**src/hw/rtl/ssd_pkg.sv**
```systemverilog
// shared types, codes, constants and character encoder of the segment display driver
`timescale 1ns / 1ps

package ssd_pkg;

  localparam int TRY_LIMIT = 3;

  localparam logic [1:0] REQ_TICK    = 2'd0;
  localparam logic [1:0] REQ_WRITE   = 2'd1;
  localparam logic [1:0] REQ_SETTING = 2'd2;
  localparam logic [1:0] REQ_INIT    = 2'd3;

  localparam logic [1:0] PH_IDLE  = 2'd0;
  localparam logic [1:0] PH_START = 2'd1;
  localparam logic [1:0] PH_BIT   = 2'd2;
  localparam logic [1:0] PH_STOP  = 2'd3;

  localparam logic [1:0] STAGE_DATA_CMD = 2'd0;
  localparam logic [1:0] STAGE_BLANK    = 2'd1;
  localparam logic [1:0] STAGE_BRIGHT   = 2'd2;

  localparam logic [8:0] ACK_MARK    = 9'h100;
  localparam logic [7:0] CMD_ADDR    = 8'hc0;
  localparam logic [7:0] CMD_DISP_ON = 8'h88;
  localparam logic [7:0] CMD_DISP_OFF = 8'h80;
  localparam logic [7:0] CMD_DATA    = 8'h40;
  localparam logic [7:0] SEG_DASH    = 8'h40;
  localparam logic [7:0] SEG_BLANK   = 8'h00;
  localparam logic [2:0] BRIGHT_RST  = 3'd1;

  localparam logic [7:0] ALPHA_TAB [26] = '{
    8'h77, 8'h7c, 8'h58, 8'h5e, 8'h79, 8'h71, 8'h6f, 8'h74, 8'h06,
    8'h0e, 8'h00, 8'h38, 8'h00, 8'h54, 8'h5c, 8'h73, 8'h67, 8'h50,
    8'h6d, 8'h78, 8'h1c, 8'h00, 8'h00, 8'h76, 8'h6e, 8'h00
  };

  localparam logic [7:0] NUM_TAB [10] = '{
    8'h3f, 8'h06, 8'h5b, 8'h4f, 8'h66, 8'h6d, 8'h7d, 8'h07, 8'h7f, 8'h6f
  };

  typedef struct packed {
    logic       dat_sampled;
    logic       enable;
    logic [7:0] char2;
    logic [7:0] char1;
    logic [7:0] char0;
    logic [1:0] req_type;
  } ssd_item_t;

  typedef struct packed {
    logic present;
    logic last_failed;
    logic accepted;
    logic busy_res;
    logic dat_level;
    logic clk_level;
  } ssd_res_t;

  function automatic logic [7:0] encode_char(input logic [7:0] c);
    logic [7:0] off;
    logic [7:0] seg;
    begin
      off = 8'h00;
      seg = SEG_BLANK;
      if (c >= 8'h30 && c <= 8'h39) begin
        off = c - 8'h30;
        seg = NUM_TAB[off[3:0]];
      end else if (c >= 8'h61 && c <= 8'h7a) begin
        off = c - 8'h61;
        seg = ALPHA_TAB[off[4:0]];
      end else if (c >= 8'h41 && c <= 8'h5a) begin
        off = c - 8'h41;
        seg = ALPHA_TAB[off[4:0]];
      end else if (c == 8'h2d) begin
        seg = SEG_DASH;
      end
      return seg;
    end
  endfunction

endpackage

```
**src/hw/rtl/seven_segment_serial_display_driver.sv**
```systemverilog
// top level of the serial segment display driver: handshake, settings register, result buffer
`timescale 1ns / 1ps

// serial master for a three-digit led driver on a two-wire open-drain bus
// in_* channel: one item per command or per bus time unit (tick); in_tuser
//   is the request kind (tick, write text, display setting, init)
// out_* channel: exactly one result per input item, in order, giving the
//   clock and data line levels and status after that item
// cfg_we / cfg_wdata: writes the 3-bit brightness used by display-on commands;
//   write only while no command is running
// a result is registered in the output entry, or in the skid entry while the output waits
// throughput: one item per cycle while in_tready is high; the whole update of the sequencer state
//   is one pass of logic between the state registers
// a two-entry result buffer lets one more item in while a result waits;
//   when both entries are full, in_tready drops until out_tready returns
// commands that arrive while a sequence runs are dropped (accepted = 0)
// reset: lines released high, sequencer idle, brightness 1, buffer empty
module seven_segment_serial_display_driver #(
  parameter int TRY_LIMIT = ssd_pkg::TRY_LIMIT
) (
  input  logic        clk,
  input  logic        rst_n,
  input  logic        in_tvalid,
  output logic        in_tready,
  input  logic [31:0] in_tdata,   // char0, char1, char2, enable, dat_sampled, zero fill
  input  logic [1:0]  in_tuser,   // req_type
  output logic        out_tvalid,
  input  logic        out_tready,
  output logic [7:0]  out_tdata,  // clk_level, dat_level, busy_res, accepted, last_failed, present, zero fill
  input  logic        cfg_we,
  input  logic [2:0]  cfg_wdata
);
  import ssd_pkg::*;

  logic       in_fire;
  logic       out_fire;
  ssd_item_t  item;
  ssd_res_t   res;
  logic [2:0] bright_r;
  logic       ov_r, sv_r;
  ssd_res_t   od_r, sd_r;

  assign in_tready = !sv_r;
  assign in_fire   = in_tvalid && in_tready;
  assign out_fire  = ov_r && out_tready;

  assign item.req_type    = in_tuser;
  assign item.char0       = in_tdata[7:0];
  assign item.char1       = in_tdata[15:8];
  assign item.char2       = in_tdata[23:16];
  assign item.enable      = in_tdata[24];
  assign item.dat_sampled = in_tdata[25];

  always_ff @(posedge clk) begin
    if (!rst_n) begin
      bright_r <= BRIGHT_RST;
    end else if (cfg_we) begin
      bright_r <= cfg_wdata;
    end
  end

  ssd_seq #(
    .TRY_LIMIT (TRY_LIMIT)
  ) u_seq (
    .clk        (clk),
    .rst_n      (rst_n),
    .item_vld   (in_fire),
    .item       (item),
    .brightness (bright_r),
    .res        (res)
  );

  // output register with skid entry
  always_ff @(posedge clk) begin
    if (!rst_n) begin
      ov_r <= 1'b0;
      sv_r <= 1'b0;
    end else if (sv_r) begin
      if (out_fire) begin
        sv_r <= 1'b0;
      end
    end else if (in_fire) begin
      if (ov_r && !out_tready) begin
        sv_r <= 1'b1;
      end else begin
        ov_r <= 1'b1;
      end
    end else if (out_fire) begin
      ov_r <= 1'b0;
    end
  end

  always_ff @(posedge clk) begin
    if (sv_r) begin
      if (out_fire) begin
        od_r <= sd_r;
      end
    end else if (in_fire) begin
      if (ov_r && !out_tready) begin
        sd_r <= res;
      end else begin
        od_r <= res;
      end
    end
  end

  assign out_tvalid = ov_r;
  assign out_tdata  = {2'b00, od_r};

endmodule

```
**src/hw/rtl/ssd_seq.sv**
```systemverilog
// command handling and tick-timed pin sequencer with frame retry
`timescale 1ns / 1ps

module ssd_seq #(
  parameter int TRY_LIMIT = ssd_pkg::TRY_LIMIT
) (
  input  logic             clk,
  input  logic             rst_n,
  input  logic             item_vld,
  input  ssd_pkg::ssd_item_t item,
  input  logic [2:0]       brightness,
  output ssd_pkg::ssd_res_t  res
);
  import ssd_pkg::*;

  logic [1:0] phase_r, phase_nxt;
  logic [2:0] unit_r, unit_nxt;
  logic [8:0] shift_r, shift_nxt;
  logic [2:0] byte_r, byte_nxt;
  logic [1:0] try_r, try_nxt;
  logic [7:0] seg_r [3];
  logic [7:0] seg_nxt [3];
  logic [1:0] kind_r, kind_nxt;
  logic [1:0] stage_r, stage_nxt;
  logic       fail_r, fail_nxt;
  logic       present_r, present_nxt;
  logic       lfail_r, lfail_nxt;
  logic       clk_r, clk_nxt;
  logic       dat_r, dat_nxt;
  logic [7:0] cmd_r, cmd_nxt;

  logic       is_write;
  logic       last_unit;
  logic       acc;
  logic [8:0] shifted;
  logic [7:0] fb_first;
  logic [7:0] fb_next;
  logic       retry_ok;

  assign is_write  = (kind_r == REQ_WRITE) || (kind_r == REQ_INIT && stage_r == STAGE_BLANK);
  assign last_unit = (unit_r == 3'd7);
  assign shifted   = shift_r >> 1;
  assign fb_first  = is_write ? CMD_ADDR : cmd_r;
  assign fb_next   = !is_write ? cmd_r :
                     (byte_r <= 3'd2) ? seg_r[byte_r[1:0]] : SEG_BLANK;
  assign retry_ok  = ({1'b0, try_r} + 3'd1) < 3'(TRY_LIMIT);

  always_comb begin
    phase_nxt   = phase_r;
    unit_nxt    = unit_r;
    shift_nxt   = shift_r;
    byte_nxt    = byte_r;
    try_nxt     = try_r;
    seg_nxt     = seg_r;
    kind_nxt    = kind_r;
    stage_nxt   = stage_r;
    fail_nxt    = fail_r;
    present_nxt = present_r;
    lfail_nxt   = lfail_r;
    clk_nxt     = clk_r;
    dat_nxt     = dat_r;
    cmd_nxt     = cmd_r;
    acc         = 1'b0;
    if (item_vld) begin
      if (item.req_type == REQ_TICK) begin
        if (phase_r != PH_IDLE) begin
          unit_nxt = unit_r + 3'd1;
          unique case (phase_r)
            PH_START, PH_STOP: begin
              if (unit_r == 3'd0) begin
                clk_nxt = 1'b0;
              end else if (unit_r == 3'd4) begin
                clk_nxt = 1'b1;
              end else if (unit_r == 3'd6) begin
                dat_nxt = (phase_r == PH_STOP);
              end
              if (last_unit) begin
                if (phase_r == PH_START) begin
                  byte_nxt  = 3'd0;
                  shift_nxt = {1'b0, fb_first} | ACK_MARK;
                  phase_nxt = PH_BIT;
                end else if (fail_r && retry_ok) begin
                  try_nxt   = try_r + 2'd1;
                  fail_nxt  = 1'b0;
                  byte_nxt  = 3'd0;
                  phase_nxt = PH_START;
                end else begin
                  // frame finished
                  lfail_nxt = fail_r;
                  phase_nxt = PH_IDLE;
                  if (kind_r == REQ_INIT) begin
                    if (stage_r == STAGE_DATA_CMD) begin
                      if (fail_r) begin
                        present_nxt = 1'b0;
                      end else begin
                        present_nxt = 1'b1;
                        stage_nxt   = STAGE_BLANK;
                        try_nxt     = 2'd0;
                        fail_nxt    = 1'b0;
                        byte_nxt    = 3'd0;
                        unit_nxt    = 3'd0;
                        phase_nxt   = PH_START;
                      end
                    end else if (stage_r == STAGE_BLANK) begin
                      stage_nxt = STAGE_BRIGHT;
                      cmd_nxt   = CMD_DISP_ON + {5'd0, brightness};
                      try_nxt   = 2'd0;
                      fail_nxt  = 1'b0;
                      byte_nxt  = 3'd0;
                      unit_nxt  = 3'd0;
                      phase_nxt = PH_START;
                    end
                  end
                end
              end
            end
            PH_BIT: begin
              if (unit_r == 3'd0) begin
                clk_nxt = 1'b0;
              end else if (unit_r == 3'd2) begin
                dat_nxt = shift_r[0];
              end else if (unit_r == 3'd3) begin
                if (shift_r == 9'd1) begin
                  fail_nxt = item.dat_sampled;
                  dat_nxt  = 1'b0;
                end
              end else if (unit_r == 3'd4) begin
                clk_nxt = 1'b1;
              end
              if (last_unit) begin
                shift_nxt = shifted;
                if (shifted == 9'd0) begin
                  if (fail_r || !is_write || byte_r >= 3'd4) begin
                    phase_nxt = PH_STOP;
                  end else begin
                    byte_nxt  = byte_r + 3'd1;
                    shift_nxt = {1'b0, fb_next} | ACK_MARK;
                  end
                end
              end
            end
            default: begin
              unit_nxt = 3'd0;
            end
          endcase
        end
      end else if (phase_r == PH_IDLE) begin
        acc = 1'b1;
        unique case (item.req_type)
          REQ_WRITE: begin
            seg_nxt[0] = encode_char(item.char0);
            seg_nxt[1] = encode_char(item.char1);
            seg_nxt[2] = encode_char(item.char2);
            kind_nxt   = REQ_WRITE;
          end
          REQ_SETTING: begin
            cmd_nxt  = item.enable ? (CMD_DISP_ON + {5'd0, brightness}) : CMD_DISP_OFF;
            kind_nxt = REQ_SETTING;
          end
          default: begin
            clk_nxt    = 1'b1;
            dat_nxt    = 1'b1;
            seg_nxt[0] = SEG_BLANK;
            seg_nxt[1] = SEG_BLANK;
            seg_nxt[2] = SEG_BLANK;
            cmd_nxt    = CMD_DATA;
            stage_nxt  = STAGE_DATA_CMD;
            kind_nxt   = REQ_INIT;
          end
        endcase
        try_nxt   = 2'd0;
        fail_nxt  = 1'b0;
        byte_nxt  = 3'd0;
        unit_nxt  = 3'd0;
        phase_nxt = PH_START;
      end
    end
  end

  always_ff @(posedge clk) begin
    if (!rst_n) begin
      phase_r   <= PH_IDLE;
      unit_r    <= 3'd0;
      shift_r   <= 9'd0;
      byte_r    <= 3'd0;
      try_r     <= 2'd0;
      kind_r    <= REQ_TICK;
      stage_r   <= STAGE_DATA_CMD;
      fail_r    <= 1'b0;
      present_r <= 1'b0;
      lfail_r   <= 1'b0;
      clk_r     <= 1'b1;
      dat_r     <= 1'b1;
      cmd_r     <= 8'h00;
    end else begin
      phase_r   <= phase_nxt;
      unit_r    <= unit_nxt;
      shift_r   <= shift_nxt;
      byte_r    <= byte_nxt;
      try_r     <= try_nxt;
      kind_r    <= kind_nxt;
      stage_r   <= stage_nxt;
      fail_r    <= fail_nxt;
      present_r <= present_nxt;
      lfail_r   <= lfail_nxt;
      clk_r     <= clk_nxt;
      dat_r     <= dat_nxt;
      cmd_r     <= cmd_nxt;
    end
  end

  // segment bytes are always written before a frame reads them
  always_ff @(posedge clk) begin
    seg_r <= seg_nxt;
  end

  assign res.clk_level   = clk_nxt;
  assign res.dat_level   = dat_nxt;
  assign res.busy_res    = (phase_nxt != PH_IDLE);
  assign res.accepted    = acc;
  assign res.last_failed = lfail_nxt;
  assign res.present     = present_nxt;

endmodule

```
**config.mk**
```make
export PLATFORM = sky130hd
export DESIGN_NAME = seven_segment_serial_display_driver
export DESIGN_NICKNAME = d
export VERILOG_FILES = /design/src/hw/rtl/ssd_pkg.sv /design/src/hw/rtl/seven_segment_serial_display_driver.sv /design/src/hw/rtl/ssd_seq.sv
export SDC_FILE = /design/constraint.sdc
export NUM_CORES = 1
export LEC_CHECK = 0
export BUFFER_PORTS_ARGS = -buffer_cell sky130_fd_sc_hd__buf_4
export CAP_MARGIN = 20
export CORE_MARGIN = 2
export CORE_UTILIZATION = 55
export DETAILED_ROUTE_END_ITERATION = 16
export GPL_TIMING_DRIVEN = 0
export PLACE_DENSITY = 0.82
export SLEW_MARGIN = 10
export SYNTH_ARGS = -nofsm -noshare
export SYNTH_HDL_FRONTEND = slang
export SYNTH_SLANG_ARGS = --single-unit
```
**constraint.sdc**
```tcl
create_clock -name clk -period 3.9 [get_ports clk]
set_input_delay 0.78 -clock clk [delete_from_list [all_inputs] [get_ports clk]]
set_output_delay 0.78 -clock clk [all_outputs]
set_load 0.05 [all_outputs]
```
==> results.sh <==
export IMPL_leakage_nw=2.69
export IMPL_finalNetCount=928
export IMPL_cts_sinks=72
export IMPL_slowest_delay_ns=0.41
export IMPL_cp_max_fo=10
export IMPL_top_layer="met4"
export IMPL_rr_startpoint="u_seq.phase_r[1]$_SDFF_PN0_"
export IMPL_rsz0062_at_grt="no"
export IMPL_die_w_um=111
export IMPL_postPlaceCellArea_um2=6800
export IMPL_reg2reg_to="sd_r[2]$_DFFE_PP_"
export IMPL_io_buffers=40
export IMPL_worstSetupEndpointType="register"
export IMPL_maxSlewViolCount=0
export IMPL_crit_end="u_seq.seg_r[9]$_SDFFCE_PN0P_"
export IMPL_wl_met2_um=7550
export IMPL_max_cap_violations=0
export IMPL_worstMarginPinSlew_ns=0.787
export IMPL_critical_path_class="input port to register"
export IMPL_fin_area_um2=7090
export IMPL_wl_met3_um=1260
export IMPL_synth_area_top_cells="edfxtp_1, dfxtp_1, ha_1"
export IMPL_ys_warn_count=0
export IMPL_fin_skew_ns=0.0105
export IMPL_track_usage_pct=26.4
export IMPL_start_util_pct=55.6
export IMPL_syn_avg_cell_area_um2=8.04
export IMPL_worstSetupStartpoint="in_tdata[9]"
export IMPL_drive_gt1_share_pct=13.7
export IMPL_drc=0
export IMPL_path_cells="buf_4, clkbuf_1, inv_1, ha_1, ha_1, clkbuf_1, a21oi_1, a211o_1, o41ai_1, a21oi_1, o21a_1"
export IMPL_drt_wirelength_per_cell_um=16.5
export IMPL_dr_first_iter_drc_count=767
export IMPL_cp_required_ns=3.99
export IMPL_ys_ff_latch=72
export IMPL_cts_root_buf="clkbuf_16"
export IMPL_vdd_ir_drop_max_v=0.000365
export IMPL_yosysUniqueCellTypes=88
export IMPL_core_um2=11300
export IMPL_dr_total_vias=6188
export IMPL_slowest_stage="ha_1"
export IMPL_diodes=0
export IMPL_ctsHoldBuffers=0
export IMPL_via_per_inst=6.28
export IMPL_clk_insertion_delay_late_ns=0.33
export IMPL_synth_flop_cell="dfxtp_1"
export IMPL_post_place_ws_ns=0.145
export IMPL_hp_class="register to register"
export IMPL_crit_buf_inv=4
export IMPL_cts_buffers=9
export IMPL_cp_top_family="buffers and inverters"
export IMPL_mostFrequentLayoutCells="nor2_1, a21oi_1, nand2_1"
export IMPL_cts_post_setup_buffers_inserted=0
export IMPL_cts_tree="yes"
export IMPL_crit_path_start_kind="input port"
export IMPL_ant_nets=0
export IMPL_fillers=1017
export IMPL_cp_depth=11
export IMPL_path_clk_slew_ns=0.06
export IMPL_max_freq_mhz=286
export IMPL_yosysSeqAreaShare_pct=28.1
export IMPL_grt_max_degree=14
export IMPL_r2r_slack_ns=1.27
export IMPL_layout_setup_ws_ns=0.407
export IMPL_clockBufferDepth=2
export IMPL_syn2layout_area_growth_pct=12.5
export IMPL_async_flop_share_pct=0
export IMPL_synth_area_um2=6300
export IMPL_mostFrequentLayoutCell="nor2_1"
export IMPL_multiInputGateArea_um2=4180
export IMPL_synth_cells=784
export IMPL_hold_viol=0
export IMPL_postLayoutCoreUtil_pct=62.6
export IMPL_die_h_um=111
export IMPL_cp_arrival_ns=3.58
export IMPL_detail_route_wirelength_um=16300
export IMPL_setup_viol_count_final=0
export IMPL_synth_top_area_cell="edfxtp_1"
export IMPL_io_pins=52
export IMPL_wirelength_met1_um=7210
export IMPL_finalCritPeriodShare_pct=89.6
export IMPL_status="finished clean"
export IMPL_die_area_um2=12300
export IMPL_htreeDepth=3
export IMPL_rr_worst_depth=7
export IMPL_overflow=0
export IMPL_seq_area_um2=1770
export IMPL_period_minus_slack_ns=3.49
export IMPL_synth_edf_count=33
export IMPL_fin_tns_setup_ns=0
export IMPL_maxSlewHeadroom_pct=47.0
export IMPL_place_gp_congestion=0.934
export IMPL_hpwl_um=11800
export IMPL_synth_top_area_share_pct=15.7
export IMPL_rows=39
export IMPL_antenna_found_initial=0
export IMPL_grt_pass1_vias=5665
export IMPL_pwr_density_cell_nw_per_um2=304
export IMPL_cts_resized=0
export IMPL_grt_pass1_wl_um=27600
export IMPL_dr_pass1_iters=5
## report_power, final
group | internal, W | switching (W) | total, W | leakage, nW
registers | 0.000819 | 0.0000146 | 0.000833 | 0.635
logic | 0.000195 | 0.000329 | 0.000524 | 1.90
clock network | 0.000470 | 0.000326 | 0.000796 | 0.148
## kinds of logic (layout without fill, tap and decap cells)
group | after synthesis | count (layout) | synth area share, %
AO/OA/AOI/OAI | 255 | 255 | 26.5
XOR/XNOR | 17 | 17 | 2.48
adder cells (fa/ha/maj) | 49 | 49 | 9.73
buffers and inverters | 83 | 140 | 5.60
flip-flops | 72 | 72 | 28.1
multiplexers | 30 | 30 | 5.06
other | 1 | 2 | 0.0595
AND/OR/NAND/NOR | 277 | 277 | 22.5
## sequential cells by signal (all words and copies together), names as in the netlist
signal and cells:
u_seq.seg_r 21, u_seq.shift_r 9, out_tdata 6, sd_r 6
u_seq.cmd_r 6, bright_r 3, u_seq.byte_r 3, u_seq.unit_r 3
u_seq.kind_r 2, u_seq.phase_r 2, u_seq.stage_r 2, u_seq.try_r 2
out_tvalid 1, sv_r 1, u_seq.clk_r 1, u_seq.dat_r 1
u_seq.fail_r 1, u_seq.lfail_r 1, u_seq.present_r 1
## layer usage
| metal | track usage, % | vias to the layer above |
|---|---|---|
| met1 | 36.7 | 2870 |
| met4 | 6.91 | 0 |
| met2 | 42.9 | 302 |
| met3 | 4.32 | 30 |
| li1 | - | 2986 |
| met5 | 0 | - |
## worst min-delay path: stages, from the launching register on
cell	delay, ns
dfxtp_1	0.31
nand2_1	0.05
a21oi_1	0.05
## synth_stat cells, drive strengths merged, types with 17 or more instances
cell / number
a21oi: 72
buf: 23
clkbuf: 24
dfxtp: 39
edfxtp: 33
ha: 49
inv: 32
mux2i: 24
nand2: 67
nand2b: 17
nand3: 18
nor2: 85
nor3: 23
o21ai: 58
## how the worst min path moves through the flow
stage	cells after the start	to	startpoint
2_1_floorplan	2	u_seq.cmd_r[0]$_SDFFE_PN0P_	u_seq.cmd_r[0]$_SDFFE_PN0P_
3_3_place_gp	2	u_seq.cmd_r[0]$_SDFFE_PN0P_	u_seq.cmd_r[0]$_SDFFE_PN0P_
3_5_place_dp	2	u_seq.cmd_r[1]$_SDFFE_PN0P_	u_seq.cmd_r[1]$_SDFFE_PN0P_
4_1_cts	2	u_seq.cmd_r[1]$_SDFFE_PN0P_	u_seq.cmd_r[1]$_SDFFE_PN0P_
5_1_grt	2	u_seq.cmd_r[1]$_SDFFE_PN0P_	u_seq.cmd_r[1]$_SDFFE_PN0P_
6_report	2	u_seq.cmd_r[1]$_SDFFE_PN0P_	u_seq.cmd_r[1]$_SDFFE_PN0P_
## layout make-up
type | instances | area share [%]
Timing Repair Buffer | 41 | 4.40
Tap cell | 143 | 2.52
Clock buffer | 10 | 3.53
Multi-Input combinational cell | 630 | 59.0
Clock inverter | 6 | 0.583
Buffer | 47 | 3.07
Sequential cell | 72 | 25.0
Inverter | 36 | 1.91
## metrics by stage
step | hold WS (ns) | power (W) | cells
floorplan | 0.432 | 0.00121 | 785
global placement | 0.445 | 0.00135 | 968
detailed placement | 0.448 | 0.00136 | 969
CTS | 0.461 | 0.00215 | 985
global route | 0.489 | 0.00224 | 985
finish | 0.457 | 0.00215 | 985
Power figures use the tool's default switching activity.
